<file path="config.mk">
export PLATFORM = sky130hd
export DESIGN_NAME = meter_frame_receiver
export DESIGN_NICKNAME = d
export VERILOG_FILES = /design/src/rtl/core/mfr_pkg.sv /design/src/rtl/core/mfr_in_stage.sv /design/src/rtl/core/mfr_parser.sv /design/src/rtl/core/mfr_out_stage.sv /design/src/rtl/core/meter_frame_receiver.sv
export SDC_FILE = /design/constraint.sdc
export NUM_CORES = 1
export LEC_CHECK = 0
export BUFFER_PORTS_ARGS = -buffer_cell sky130_fd_sc_hd__buf_2
export CAP_MARGIN = 20
export CORE_ASPECT_RATIO = 1.1
export CORE_MARGIN = 3
export CORE_UTILIZATION = 55
export CTS_BUF_LIST = sky130_fd_sc_hd__clkbuf_4 sky130_fd_sc_hd__clkbuf_8
export CTS_CLUSTER_SIZE = 40
export DETAILED_ROUTE_END_ITERATION = 6
export PLACE_DENSITY = 0.83
export SLEW_MARGIN = 20
export SYNTH_ARGS = -nofsm -noshare
export SYNTH_HDL_FRONTEND = slang
export SYNTH_SLANG_ARGS = --single-unit
</file>
<file path="constraint.sdc">
create_clock -name clk -period 7.2 [get_ports clk]
set_clock_uncertainty 0.2 [all_clocks]
set_input_delay 1.44 -clock clk [delete_from_list [all_inputs] [get_ports clk]]
set_output_delay 1.44 -clock clk [all_outputs]
set_load 0.05 [all_outputs]
</file>
<file path="src/rtl/core/mfr_pkg.sv">
// Package for the meter frame receiver.
// Holds the result record, status codes and register indexes shared by all modules.
// No dependencies.
package mfr_pkg;

    localparam int unsigned BYTE_W  = 8;
    localparam int unsigned INDEX_W = 9;
    localparam int unsigned CFG_IDX_W = 1;

    localparam logic [BYTE_W-1:0] SYNC_RESET = 8'hDD;
    localparam logic [BYTE_W-1:0] FUNC_RESET = 8'h31;

    localparam logic [CFG_IDX_W-1:0] REG_SYNC_VALUE        = 1'b0;
    localparam logic [CFG_IDX_W-1:0] REG_EXPECTED_FUNCTION = 1'b1;

    localparam logic [INDEX_W-1:0] FUNC_POS  = 9'd2;
    localparam logic [INDEX_W-1:0] COUNT_POS = 9'd4;
    localparam logic [INDEX_W-1:0] LEN_EXTRA = 9'd7;

    typedef enum logic [1:0] {
        STATUS_BUSY      = 2'd0,
        STATUS_GOOD      = 2'd1,
        STATUS_CSUM_BAD  = 2'd2,
        STATUS_FUNC_BAD  = 2'd3
    } status_t;

    typedef struct packed {
        logic [BYTE_W-1:0]  frame_byte;
        logic [INDEX_W-1:0] byte_index;
        logic               last;
        status_t            status;
    } result_t;

endpackage

</file>
<file path="src/rtl/core/mfr_in_stage.sv">
// Input register of the meter frame receiver.
// Holds one received byte until the parser consumes it; uses mfr_pkg.
module mfr_in_stage (
    input  logic                         clk,
    input  logic                         rst_n,
    input  logic                         s_tvalid,
    output logic                         s_tready,
    input  logic [mfr_pkg::BYTE_W-1:0]   s_byte,
    input  logic                         consume,
    output logic                         item_valid,
    output logic [mfr_pkg::BYTE_W-1:0]   item_byte
);
    import mfr_pkg::*;

    logic              valid_reg;
    logic              valid_next;
    logic [BYTE_W-1:0] byte_reg;

    assign s_tready   = !valid_reg || consume;
    assign item_valid = valid_reg;
    assign item_byte  = byte_reg;

    always_comb
    begin
        valid_next = valid_reg;
        if (consume)
        begin
            valid_next = 1'b0;
        end
        if (s_tvalid && s_tready)
        begin
            valid_next = 1'b1;
        end
    end

    always_ff @(posedge clk or negedge rst_n)
    begin
        if (!rst_n)
        begin
            valid_reg <= 1'b0;
        end
        else
        begin
            valid_reg <= valid_next;
        end
    end

    always_ff @(posedge clk)
    begin
        if (s_tvalid && s_tready)
        begin
            byte_reg <= s_byte;
        end
    end

endmodule

</file>
<file path="src/rtl/core/mfr_parser.sv">
// Frame parser of the meter frame receiver: configuration registers, frame state
// and the per-byte decision logic. Uses mfr_pkg.
module mfr_parser (
    input  logic                            clk,
    input  logic                            rst_n,
    input  logic                            cfg_we,
    input  logic [mfr_pkg::CFG_IDX_W-1:0]   cfg_index,
    input  logic [mfr_pkg::BYTE_W-1:0]      cfg_wdata,
    input  logic                            item_valid,
    input  logic [mfr_pkg::BYTE_W-1:0]      item_byte,
    input  logic                            step,
    output logic                            res_valid,
    output mfr_pkg::result_t                res
);
    import mfr_pkg::*;

    logic [BYTE_W-1:0]  sync_value_reg;
    logic [BYTE_W-1:0]  expected_function_reg;

    logic               in_frame_reg;
    logic               in_frame_next;
    logic [INDEX_W-1:0] position_reg;
    logic [INDEX_W-1:0] position_next;
    logic [INDEX_W-1:0] frame_length_reg;
    logic [INDEX_W-1:0] frame_length_next;
    logic [BYTE_W-1:0]  running_sum_reg;
    logic [BYTE_W-1:0]  running_sum_next;

    logic               past_count;
    logic               at_csum;
    logic               at_end;

    assign past_count = position_reg > COUNT_POS;
    assign at_csum    = past_count && (position_reg == frame_length_reg - 9'd2);
    assign at_end     = past_count && (position_reg == frame_length_reg - 9'd1);

    always_comb
    begin
        in_frame_next     = in_frame_reg;
        position_next     = position_reg;
        frame_length_next = frame_length_reg;
        running_sum_next  = running_sum_reg;
        res_valid         = 1'b0;
        res.frame_byte    = item_byte;
        res.byte_index    = position_reg;
        res.last          = 1'b0;
        res.status        = STATUS_BUSY;

        if (!in_frame_reg)
        begin
            res.byte_index = '0;
            if (item_byte == sync_value_reg)
            begin
                res_valid         = item_valid;
                in_frame_next     = 1'b1;
                position_next     = 9'd1;
                frame_length_next = '0;
                running_sum_next  = item_byte;
            end
        end
        else
        begin
            res_valid = item_valid;
            if (position_reg == FUNC_POS && item_byte != expected_function_reg)
            begin
                res.last   = 1'b1;
                res.status = STATUS_FUNC_BAD;
            end
            else if (at_csum && running_sum_reg != item_byte)
            begin
                res.last   = 1'b1;
                res.status = STATUS_CSUM_BAD;
            end
            else if (!at_csum && at_end)
            begin
                res.last   = 1'b1;
                res.status = STATUS_GOOD;
            end
            else
            begin
                position_next = position_reg + 9'd1;
                if (!at_csum)
                begin
                    running_sum_next = running_sum_reg + item_byte;
                end
                if (position_reg == COUNT_POS)
                begin
                    frame_length_next = {1'b0, item_byte} + LEN_EXTRA;
                end
            end

            if (res.last)
            begin
                in_frame_next     = 1'b0;
                position_next     = '0;
                frame_length_next = '0;
                running_sum_next  = '0;
            end
        end
    end

    always_ff @(posedge clk or negedge rst_n)
    begin
        if (!rst_n)
        begin
            sync_value_reg        <= SYNC_RESET;
            expected_function_reg <= FUNC_RESET;
        end
        else if (cfg_we)
        begin
            unique case (cfg_index)
                REG_SYNC_VALUE:        sync_value_reg        <= cfg_wdata;
                REG_EXPECTED_FUNCTION: expected_function_reg <= cfg_wdata;
                default:               sync_value_reg        <= sync_value_reg;
            endcase
        end
    end

    always_ff @(posedge clk or negedge rst_n)
    begin
        if (!rst_n)
        begin
            in_frame_reg     <= 1'b0;
            position_reg     <= '0;
            frame_length_reg <= '0;
            running_sum_reg  <= '0;
        end
        else if (step)
        begin
            in_frame_reg     <= in_frame_next;
            position_reg     <= position_next;
            frame_length_reg <= frame_length_next;
            running_sum_reg  <= running_sum_next;
        end
    end

endmodule

</file>
<file path="src/rtl/core/mfr_out_stage.sv">
// Output register of the meter frame receiver.
// Holds one result transaction until the downstream side takes it; uses mfr_pkg.
module mfr_out_stage (
    input  logic              clk,
    input  logic              rst_n,
    input  logic              load,
    input  mfr_pkg::result_t  load_res,
    output logic              free,
    output logic              m_tvalid,
    input  logic              m_tready,
    output mfr_pkg::result_t  m_res
);
    import mfr_pkg::*;

    logic    valid_reg;
    logic    valid_next;
    result_t res_reg;

    assign free     = !valid_reg || m_tready;
    assign m_tvalid = valid_reg;
    assign m_res    = res_reg;

    always_comb
    begin
        valid_next = valid_reg;
        if (m_tready)
        begin
            valid_next = 1'b0;
        end
        if (load)
        begin
            valid_next = 1'b1;
        end
    end

    always_ff @(posedge clk or negedge rst_n)
    begin
        if (!rst_n)
        begin
            valid_reg <= 1'b0;
        end
        else
        begin
            valid_reg <= valid_next;
        end
    end

    always_ff @(posedge clk)
    begin
        if (load)
        begin
            res_reg <= load_res;
        end
    end

endmodule

</file>
<file path="src/rtl/core/meter_frame_receiver.sv">
// Meter frame receiver, top level: input register, frame parser and output register.
// Depends on mfr_pkg, mfr_in_stage, mfr_parser and mfr_out_stage.
//
// The receiver takes one byte per cycle and answers each with at most one result
// transaction via the input and output registers, so it streams one byte per clock for as
// long as the output side keeps taking results. Bytes are dropped until one equals
// sync_value; from then on every byte is passed out with its frame index. A frame is
// closed with tlast and a status in tuser when the function code at index 2 is wrong,
// the checksum byte does not match the 8-bit sum of the earlier bytes, or the final
// byte (index count + 6, the count sitting at index 4) arrives. Configuration writes
// take effect at once and belong in idle periods between frames.
module meter_frame_receiver (
    input  logic         clk,
    input  logic         rst_n,
    input  logic         cfg_we,
    input  logic [0:0]   cfg_index,
    input  logic [7:0]   cfg_wdata,
    input  logic         s_tvalid,
    output logic         s_tready,
    input  logic [7:0]   s_tdata,     // [7:0] rx_byte
    output logic         m_tvalid,
    input  logic         m_tready,
    output logic [23:0]  m_tdata,     // [7:0] frame_byte, [16:8] byte_index, [23:17] zero
    output logic         m_tlast,
    output logic [1:0]   m_tuser      // [1:0] status
);
    import mfr_pkg::*;

    logic              item_valid;
    logic [BYTE_W-1:0] item_byte;
    logic              consume;
    logic              res_valid;
    result_t           res;
    logic              out_free;
    result_t           out_res;

    assign consume = item_valid && (!res_valid || out_free);

    mfr_in_stage u_in_stage (
        .clk        (clk),
        .rst_n      (rst_n),
        .s_tvalid   (s_tvalid),
        .s_tready   (s_tready),
        .s_byte     (s_tdata),
        .consume    (consume),
        .item_valid (item_valid),
        .item_byte  (item_byte)
    );

    mfr_parser u_parser (
        .clk        (clk),
        .rst_n      (rst_n),
        .cfg_we     (cfg_we),
        .cfg_index  (cfg_index),
        .cfg_wdata  (cfg_wdata),
        .item_valid (item_valid),
        .item_byte  (item_byte),
        .step       (consume),
        .res_valid  (res_valid),
        .res        (res)
    );

    mfr_out_stage u_out_stage (
        .clk      (clk),
        .rst_n    (rst_n),
        .load     (consume && res_valid),
        .load_res (res),
        .free     (out_free),
        .m_tvalid (m_tvalid),
        .m_tready (m_tready),
        .m_res    (out_res)
    );

    assign m_tdata = {7'd0, out_res.byte_index, out_res.frame_byte};
    assign m_tlast = out_res.last;
    assign m_tuser = out_res.status;

endmodule

</file>
Word level (Yosys, flattened, before mapping)
Index checks and enable logic that the tools add are counted.
{"block": "word_totals", "regBits": 73, "input_bits": 22, "output_inout_bits": 29, "elab_cells": 88}
{"block": "op_classes", "addsub": 5, "magnitude_cmp": 1, "eq_ne": 12, "n_mux": 33, "bitwise_logic": 1, "n_reduce_logical": 23}
{"cell": "$mux 9", "count": 13}
{"cell": "$mux 8", "count": 7}
{"cell": "$eq 9x9->1", "count": 2}
{"cell": "$ne 8x8->1", "count": 2}
{"cell": "$ne 3x3->1 const B", "count": 5}
{"cell": "$mux 3", "count": 4}
{"cell": "$reduce_and 6->1", "count": 2}
{"cell": "$add 8x3->9 const B", "count": 1}
{"cell": "$add 9x1->9 const B", "count": 1}
{"cell": "$eq 9x2->1 const B", "count": 1}
{"cell": "$eq 9x3->1 const B", "count": 1}
{"cell": "$gt 9x3->1 const B", "count": 1}
{"cell": "$mux 1", "count": 9}
{"cell": "$sub 9x1->9 const B", "count": 1}
{"cell": "$sub 9x2->9 const B", "count": 1}
{"cell": "$add 8x8->8", "count": 1}
{"cell": "$eq 8x8->1", "count": 1}
{"cell": "$logic_and 1x1->1", "count": 8}
{"cell": "$reduce_bool 2->1", "count": 3}
{"cell": "$reduce_and 5->1", "count": 1}
{"cell": "$logic_not 1->1", "count": 4}
{"cell": "$reduce_and 2->1", "count": 2}
{"cell": "$logic_or 1x1->1", "count": 3}
{"cell": "$not 1->1", "count": 1}

Longest topological paths before layout
Gate-level depths: netlist of run 1.
{"block": "depth", "ltp_word": 11, "mapped_depth": 11, "ltp_nobuf": 9}

By module
From an unflattened synthesis of run 1, not the netlist that was laid out.
{"block": "unflattened", "hier_cells": 386, "area_unflattened_um2": 4151.5}
{"module": "mfr_parser", "instances": 1, "cells_per_inst": 340, "area_each_um2": 3134.3}
{"module": "mfr_out_stage", "instances": 1, "cells_per_inst": 23, "area_each_um2": 648.1}
{"module": "mfr_in_stage", "instances": 1, "cells_per_inst": 12, "area_each_um2": 294.0}
{"module": "meter_frame_receiver", "instances": 1, "cells_per_inst": 11, "area_each_um2": 75.1}

Worst setup path before layout of run 1
No wires, ideal clock.
{"block": "synth_path", "kind": "in2out", "start": "input m_tready", "end": "output s_tready", "t_arrival_ps": 2118, "t_required_ps": 5560, "path_slack_ps": 3442, "stages": 2, "path_buffers": 0, "path_cell_list": "nand2b_1 -> or3_1"}
{"block": "synth_via", "elab_chain_len": 4}
{"item": "start: declaration", "line_no": "meter_frame_receiver.sv:22", "source": "input logic m_tready,"}
{"item": "$logic_or 1x1->1", "line_no": "mfr_out_stage.sv:19", "source": "assign free = !valid_reg || m_tready;"}
{"item": "$logic_or 1x1->1", "line_no": "meter_frame_receiver.sv:37", "source": "assign consume = item_valid && (!res_valid || out_free);"}
{"item": "$logic_and 1x1->1", "line_no": "meter_frame_receiver.sv:37"}
{"item": "$logic_or 1x1->1", "line_no": "mfr_in_stage.sv:19", "source": "assign s_tready = !valid_reg || consume;"}
{"item": "end: declaration", "line_no": "meter_frame_receiver.sv:19", "source": "output logic s_tready,"}
No other way between the ends.

Final worst setup path of run 1
{"block": "layout_path", "start": "register u_in_stage.byte_reg[1] (netlist: u_in_stage.item_byte[1])", "end": "output s_tready"}
{"block": "layout_via", "elab_chain_len": 7}
{"item": "start: declaration", "line_no": "mfr_in_stage.sv:17", "source": "logic [BYTE_W-1:0] byte_reg;"}
{"item": "start signal: assignment", "line_no": "mfr_in_stage.sv:52", "source": "byte_reg <= s_byte;"}
{"item": "$eq 8x8->1", "line_no": "mfr_parser.sv:52", "source": "if (item_byte == sync_value_reg)"}
{"item": "$mux 1", "line_no": "mfr_parser.sv:52"}
{"item": "$mux 1", "line_no": "mfr_parser.sv:49", "source": "if (!in_frame_reg)"}
{"item": "$logic_not 1->1", "line_no": "meter_frame_receiver.sv:37"}
{"item": "$logic_or 1x1->1", "line_no": "meter_frame_receiver.sv:37"}
{"item": "$logic_and 1x1->1", "line_no": "meter_frame_receiver.sv:37"}
{"item": "$logic_or 1x1->1", "line_no": "mfr_in_stage.sv:19"}
No other way between the ends.

==> out/qor.log, run 1 <==
qor: grt.initial_antenna_violation_count 0
qor: clock_tree.cts-root-to-sink-buffers 2
qor: place.detailed_place_hpwl 6.03 mm
qor: grt.grt_pass1_wl 14.4 mm
qor: synthesis.yosys.area.top_type_share 21.9%
qor: synthesis.syn-cell-area 4110 um^2
qor: run.cap_violations 0
qor: place.placement.cell_area 4290 um^2
qor: timing.finalHoldViolations 0
qor: synthesis.synth-compound-area-share 11.6%
qor: drt.routed_wire_length_per_instance 17.2 um
qor: finish.layout.cell_area.non_filler 4550 um^2
qor: clock_tree.clockRootBuffer sky130_fd_sc_hd__clkbuf_8
qor: finish.post_route_cells_drive_above_1_share 21.9%
qor: synthesis.synth_commonest_cells sky130_fd_sc_hd__dfrtp_1 (36), sky130_fd_sc_hd__xnor2_1 (29), sky130_fd_sc_hd__edfxtp_1 (28), sky130_fd_sc_hd__nor2_1 (26), sky130_fd_sc_hd__nand2_1 (20)
qor: finish.insertedDiodeCount 0
qor: floorplan.floorplan.die.width 88.4 um
qor: place.place.port_buffers 43
qor: worst_hold_path.holdCritPathClass reg -> reg
qor: floorplan.placementRows 32
qor: synthesis.synthXorXnorAreaFrac 10.0%
qor: drt.drt_initial_violations 208
qor: clock_tree.cts_tree done
qor: setup_path.timing.critical_path.to s_tready
qor: grt.grt-ovfl-total 0
qor: drt.dr.pass1.iters 4
qor: synthesis.synth_seq_cells 73
qor: finish.fillers 552
qor: finish.area_growth 10.7%
qor: synthesis.synth_most_common_cell sky130_fd_sc_hd__dfrtp_1
qor: floorplan.ios 51
qor: drt.remaining_drc_errors 0
qor: timing.grt_setup_unrepaired no
qor: timing.worst-slew-pin-transition 0.998 ns
qor: clock_tree.worstSkewPairLatency 0.35 ns
qor: clock_tree.clk_pin_slew_worst_paths 0.08 ns
qor: setup_path.endpoint_arrival_time_on_the_critical_path 2.34 ns
qor: synthesis.synthDominantAreaCellType sky130_fd_sc_hd__dfrtp_1
qor: timing.maxSlewHeadroom 33.1%
qor: setup_path.worst_reg2reg_path_startpoint u_in_stage.item_byte[1]
qor: drt.route.final.wire_length 8.68 mm
qor: synthesis.synthesis.instances 383
qor: grt.grtUsageTotal 21.2%
qor: setup_path.critical_path.startpoint_type register
qor: synthesis.post_synth_num_cell_types 62
qor: power.irDropWorstVdd 0.201 mV
qor: grt.first_global_vias 2998
qor: drt.route.antenna.remaining_nets 0
qor: timing.timing.final.crit_share 55.2%
qor: clock_tree.cts_setup_buffers 0
qor: status.outcome finished clean
qor: floorplan.floorplan.die_area 8540 um^2
qor: synthesis.synth_enable_flop_cells 28
qor: clock_tree.h-tree-depth 3
qor: synthesis.synth_async_reset_ratio 61.6%
qor: drt.route.detailed.vias_per_inst 6.04
qor: setup_path.regToRegSetupSlack 3.55 ns
qor: synthesis.post_synthesis_share_of_cell_area_spent_on_and_or_nand_and_nor_gates 14.9%
qor: setup_path.worstSetupEndpointType output pin
qor: finish.multi_input_comb_area 1930 um^2
qor: floorplan.total_core_area 7130 um^2
qor: setup_path.crit-reg2reg-capture u_parser.position_reg[2]
qor: clock_tree.post_cts_hold_buffer_count 0
qor: synthesis.synth_top_family_by_area simple AND/OR/NAND/NOR gates
qor: power.leakage 1.83 nW
qor: timing.setup-violations-final 0
qor: setup_path.worstSetupPathType reg -> out
qor: synthesis.yosys_synthesis_warning_count 0
qor: clock_tree.post_cts_resized 0
qor: setup_path.critical_path_required 5.56 ns
qor: finish.largest_register_ff_count 20
qor: setup_path.critPathMaxFanout 8
qor: timing.drv_slew 0
qor: clock_tree.cts_made_buffers 9
qor: floorplan.initial_core_util 57.6%
qor: synthesis.seq_area_frac_synth 48.2%
qor: floorplan.dieHeight 96.6 um
qor: finish.regArea 1980 um^2
qor: drt.detailroute.via_count 3050
qor: synthesis.synth.avg_cell_area 10.7 um^2
qor: setup_path.critical_path.startpoint u_in_stage.item_byte[1]
qor: setup_path.reg2reg_depth 8
qor: synthesis.yosys-top-cells-area sky130_fd_sc_hd__dfrtp_1 (22%), sky130_fd_sc_hd__edfxtp_1 (20%), sky130_fd_sc_hd__xnor2_1 (6.2%), sky130_fd_sc_hd__dfstp_2 (5.8%), sky130_fd_sc_hd__mux2_2 (4.7%)
qor: place.gp_routability_congestion 0.882
qor: power.power_density 328 nW/um^2
qor: clock_tree.clock-sinks 73
qor: synthesis.synth_adder_area_share 4.75%
qor: timing.max_freq 0.251 GHz
qor: grt.maximum_number_of_pins_on_one_net_before_global_route_repair 46
qor: synthesis.ys_dominant_reg_cell sky130_fd_sc_hd__dfrtp_1
qor: timing.fin_setup_tns 0 ns
qor: finish.nets 452
qor: synthesis.post_synth_mux_area_share 4.90%
qor: timing.timing.final.crit_period 3.98 ns
## routing by layer
metal / track usage (%) / vias up / part of all wire (%)
met3: 3.83 / 24 / 5.0
met1: 28.2 / 1467 / 42
met5: 0 / - / 0
met4: 9.77 / 0 / 2.7
li1: - / 1444 / -
met2: 33.4 / 115 / 50
## worst min-delay path by stage
| stage | from | endpoint | slack, ns | cells after the start |
|---|---|---|---|---|
| 6_report | u_parser.expected_function_reg[7] | u_parser.expected_function_reg[7] | 0.33 | 1 |
| 4_1_cts | u_parser.expected_function_reg[7] | u_parser.expected_function_reg[7] | 0.33 | 1 |
| 3_5_place_dp | u_parser.expected_function_reg[7] | u_parser.expected_function_reg[7] | 0.32 | 1 |
| 5_1_grt | u_parser.sync_value_reg[5] | u_parser.sync_value_reg[5] | 0.34 | 1 |
| 2_1_floorplan | u_in_stage.item_byte[7] | u_out_stage.m_res[19] | 0.22 | 0 |
| 3_3_place_gp | u_out_stage.m_tvalid | u_out_stage.m_tvalid | 0.30 | 2 |
## metrics by stage
| stage | power [mW] | cells | setup WS [ns] | utilization (%) | hold slack [ns] |
|---|---|---|---|---|---|
| CTS | 1.49 | 504 | 3.22 | 63.4 | 0.334 |
| global route | 1.58 | 505 | 3.08 | 63.8 | 0.345 |
| global placement | 1.10 | 488 | 3.33 | 60.3 | 0.303 |
| finish | 1.49 | 505 | 3.22 | 63.8 | 0.331 |
| floorplan | 1.01 | 389 | 3.44 | - | 0.224 |
| detailed placement | 1.13 | 488 | 3.30 | 60.3 | 0.317 |
## logic make-up (layout without fill, tap and decap cells)
kind of cell,count (synthesis),count (layout)
buffers and inverters,48,79
other,1,7
adders and majority gates,15,15
xor gates and xnor gates,47,47
AOI/OAI and AO/OA,65,65
muxes,18,18
DFF,73,73
and+or+nand+nor,116,116
## cells in the final DEF (no fill, tap or decap), types with 10 or more instances in the layout
master / count
sky130_fd_sc_hd__a21oi_1: 10
sky130_fd_sc_hd__buf_2: 43
sky130_fd_sc_hd__nor2_1: 26
sky130_fd_sc_hd__xnor2_1: 29
sky130_fd_sc_hd__clkbuf_8: 10
sky130_fd_sc_hd__ha_1: 14
sky130_fd_sc_hd__mux2_2: 17
sky130_fd_sc_hd__inv_1: 17
sky130_fd_sc_hd__nand4_1: 15
sky130_fd_sc_hd__dfrtp_1: 36
sky130_fd_sc_hd__nand2_1: 20
sky130_fd_sc_hd__xor2_1: 18
sky130_fd_sc_hd__edfxtp_1: 28
## power by group
part           leakage, nW  internal [mW]  switching (mW)
Combinational        0.912          0.197           0.305
Clock                0.109          0.205           0.157
Sequential           0.805          0.524           0.105
Total                 1.83          0.926           0.568
## layout make-up
type | instances | share of cell area, %
repair buffers | 44 | 5.17
inverters | 19 | 1.57
well taps | 85 | 2.34
clock inverters | 6 | 1.95
flip-flops and latches | 73 | 43.5
clock buffers | 10 | 3.03
multi-input cells | 268 | 42.4
## worst max-delay path, stage by stage (launching register included)
cell                       delay, ns
sky130_fd_sc_hd__edfxtp_1       0.57
sky130_fd_sc_hd__xor2_1         0.23
sky130_fd_sc_hd__nor4_1         0.31
sky130_fd_sc_hd__a41oi_1        0.23
sky130_fd_sc_hd__or3_1          0.42
sky130_fd_sc_hd__buf_2          0.23
Power figures use the tool's default switching activity.
==> inputs of run 2 (changes only) <==
==> constraint.sdc (replaced) <==
create_clock -name clk -period 4 [get_ports clk]
set_clock_uncertainty 0.2 [all_clocks]
set_input_delay 0.8 -clock clk [delete_from_list [all_inputs] [get_ports clk]]
set_output_delay 0.8 -clock clk [all_outputs]
set_load 0.05 [all_outputs]
==> run 2 against run 1 <==
Effect of this change:
- via count is 0.92% higher
- sequential share of layout area shrank 0.27 points
- wire length increased by 4.4%
- global-route usage up 1.2 points
- cell count is 1.4% higher
- utilization rose by 0.40 points
- final area grew 0.63%
- setup slack worse by 2.7 ns
- sequential power increased by 76%
- worst hold slack worse by 0.090 ns
==> out/qor.log, run 2 (synthesized netlist as in run 1, its figures left out) <==
qor: timing.grt_setup_unrepaired no
qor: clock_tree.clk_pin_slew_worst_paths 0.09 ns
qor: finish.post_route_cells_drive_above_1_share 22.7%
qor: finish.fillers 546
qor: finish.layout_common_cells sky130_fd_sc_hd__buf_2 (42), sky130_fd_sc_hd__dfrtp_1 (36), sky130_fd_sc_hd__xnor2_1 (29)
qor: floorplan.placementRows 32
qor: floorplan.dieHeight 96.6 um
qor: clock_tree.cts_setup_buffers 0
qor: setup_path.endpoint_arrival_time_on_the_critical_path 2.43 ns
qor: worst_hold_path.holdCritPathClass in -> async
qor: place.place.port_buffers 43
qor: finish.multi_input_comb_area 1920 um^2
qor: clock_tree.h-tree-depth 3
qor: grt.grt_pass1_wl 15.0 mm
qor: setup_path.worstSetupPathType reg -> out
qor: power.power_density 592 nW/um^2
qor: setup_path.worstSetupEndpointType output pin
qor: timing.drv_slew 0
qor: grt.initial_antenna_violation_count 0
qor: clock_tree.clockRootBuffer sky130_fd_sc_hd__clkbuf_8
qor: finish.insertedDiodeCount 0
qor: setup_path.worst_reg2reg_path_startpoint u_parser.frame_length_reg[2]
qor: timing.maxSlewHeadroom 51.3%
qor: drt.remaining_drc_errors 0
qor: clock_tree.cts_tree done
qor: drt.route.antenna.remaining_nets 0
qor: finish.layout.cells.most_common sky130_fd_sc_hd__buf_2
qor: timing.finalHoldViolations 0
qor: grt.first_global_vias 3005
qor: drt.drt_initial_violations 169
qor: drt.route.final.wire_length 9.06 mm
qor: timing.worst-slew-pin-transition 0.728 ns
qor: finish.regArea 1980 um^2
qor: drt.detailroute.via_count 3078
qor: clock_tree.worstSkewPairLatency 0.35 ns
qor: timing.timing.final.crit_share 85.7%
qor: clock_tree.cts-root-to-sink-buffers 2
qor: floorplan.total_core_area 7130 um^2
qor: floorplan.initial_core_util 57.6%
qor: place.detailed_place_hpwl 6.37 mm
qor: timing.max_freq 0.292 GHz
qor: timing.timing.final.crit_period 3.43 ns
qor: grt.grt-ovfl-total 0
qor: floorplan.ios 51
qor: clock_tree.post_cts_hold_buffer_count 0
qor: power.leakage 1.86 nW
qor: finish.area_growth 11.4%
qor: timing.fin_setup_tns 0 ns
qor: clock_tree.post_cts_resized 0
qor: setup_path.reg2reg_depth 9
qor: finish.nets 459
qor: setup_path.critical_path_required 3.00 ns
qor: grt.maximum_number_of_pins_on_one_net_before_global_route_repair 46
qor: setup_path.crit-reg2reg-capture u_parser.frame_length_reg[2]
qor: power.irDropWorstVdd 0.454 mV
qor: clock_tree.clock-sinks 73
qor: finish.largest_register_ff_count 20
qor: timing.worst_hold_slack 0.242 ns
qor: grt.grtUsageTotal 22.4%
qor: setup_path.critPathMaxFanout 8
qor: clock_tree.cts_made_buffers 9
qor: drt.routed_wire_length_per_instance 17.7 um
qor: run.cap_violations 0
qor: drt.dr.pass1.iters 5
qor: floorplan.floorplan.die.width 88.4 um
qor: status.outcome finished clean
qor: timing.setup-violations-final 0
qor: floorplan.floorplan.die_area 8540 um^2
qor: drt.route.detailed.vias_per_inst 6.01
qor: setup_path.regToRegSetupSlack 0.59 ns
qor: setup_path.critical_path.startpoint_type register
qor: place.gp_routability_congestion 0.969
## run 2: cell type report
class	count	share of cell area, %
repair buffers	51	6.07
inverters	19	1.56
well taps	85	2.32
flip-flops and latches	73	43.2
clock inverters	5	1.75
multi-input cells	268	42.0
clock buffers	11	3.04
## run 2: where the power goes
| part | internal [mW] | total (mW) | switching [mW] |
|---|---|---|---|
| sequential | 0.943 | 1.11 | 0.166 |
| combinational | 0.368 | 0.957 | 0.589 |
| clock | 0.366 | 0.641 | 0.275 |
## run 2: through the flow
stage | total power [mW] | area [um^2] | setup slack [ns] | cells | util (%)
4_1_cts | 2.71 | 4570 | 0.542 | 512 | 64.2
6_report | 2.71 | 4580 | 0.572 | 512 | 64.2
3_5_place_dp | 2.05 | 4350 | 0.637 | 496 | 61.1
3_3_place_gp | 2.01 | 4350 | 0.721 | 496 | 61.1
5_1_grt | 2.86 | 4580 | 0.362 | 512 | 64.2
2_1_floorplan | 1.82 | 4130 | 0.999 | 389 | -
## run 2: worst max-delay path by stage
stage	start	to	slack (ns)	cells after the start
finish	u_in_stage.item_byte[1]	s_tready	0.57	5
global route	u_parser.frame_length_reg[2]	u_parser.frame_length_reg[8]	0.36	8
CTS	u_in_stage.item_byte[1]	s_tready	0.54	5
detailed placement	u_parser.frame_length_reg[2]	u_parser.frame_length_reg[5]	0.64	9
global placement	u_parser.frame_length_reg[2]	u_parser.frame_length_reg[5]	0.72	9
floorplan	u_in_stage.item_byte[5]	u_parser.position_reg[0]	1.0	9
## run 2: metal layers
layer	global-route usage [%]	wire (um)
met1	30.0	3730
met2	34.9	4500
met3	4.77	539
met4	9.42	280
met5	0	0
## run 2: worst max-delay path, stage by stage, from the launching register on
cell and delay (ns):
sky130_fd_sc_hd__edfxtp_1 0.58, sky130_fd_sc_hd__xor2_1 0.23, sky130_fd_sc_hd__nor4_1 0.32, sky130_fd_sc_hd__a41oi_1 0.24, sky130_fd_sc_hd__or3_1 0.46, sky130_fd_sc_hd__buf_2 0.24
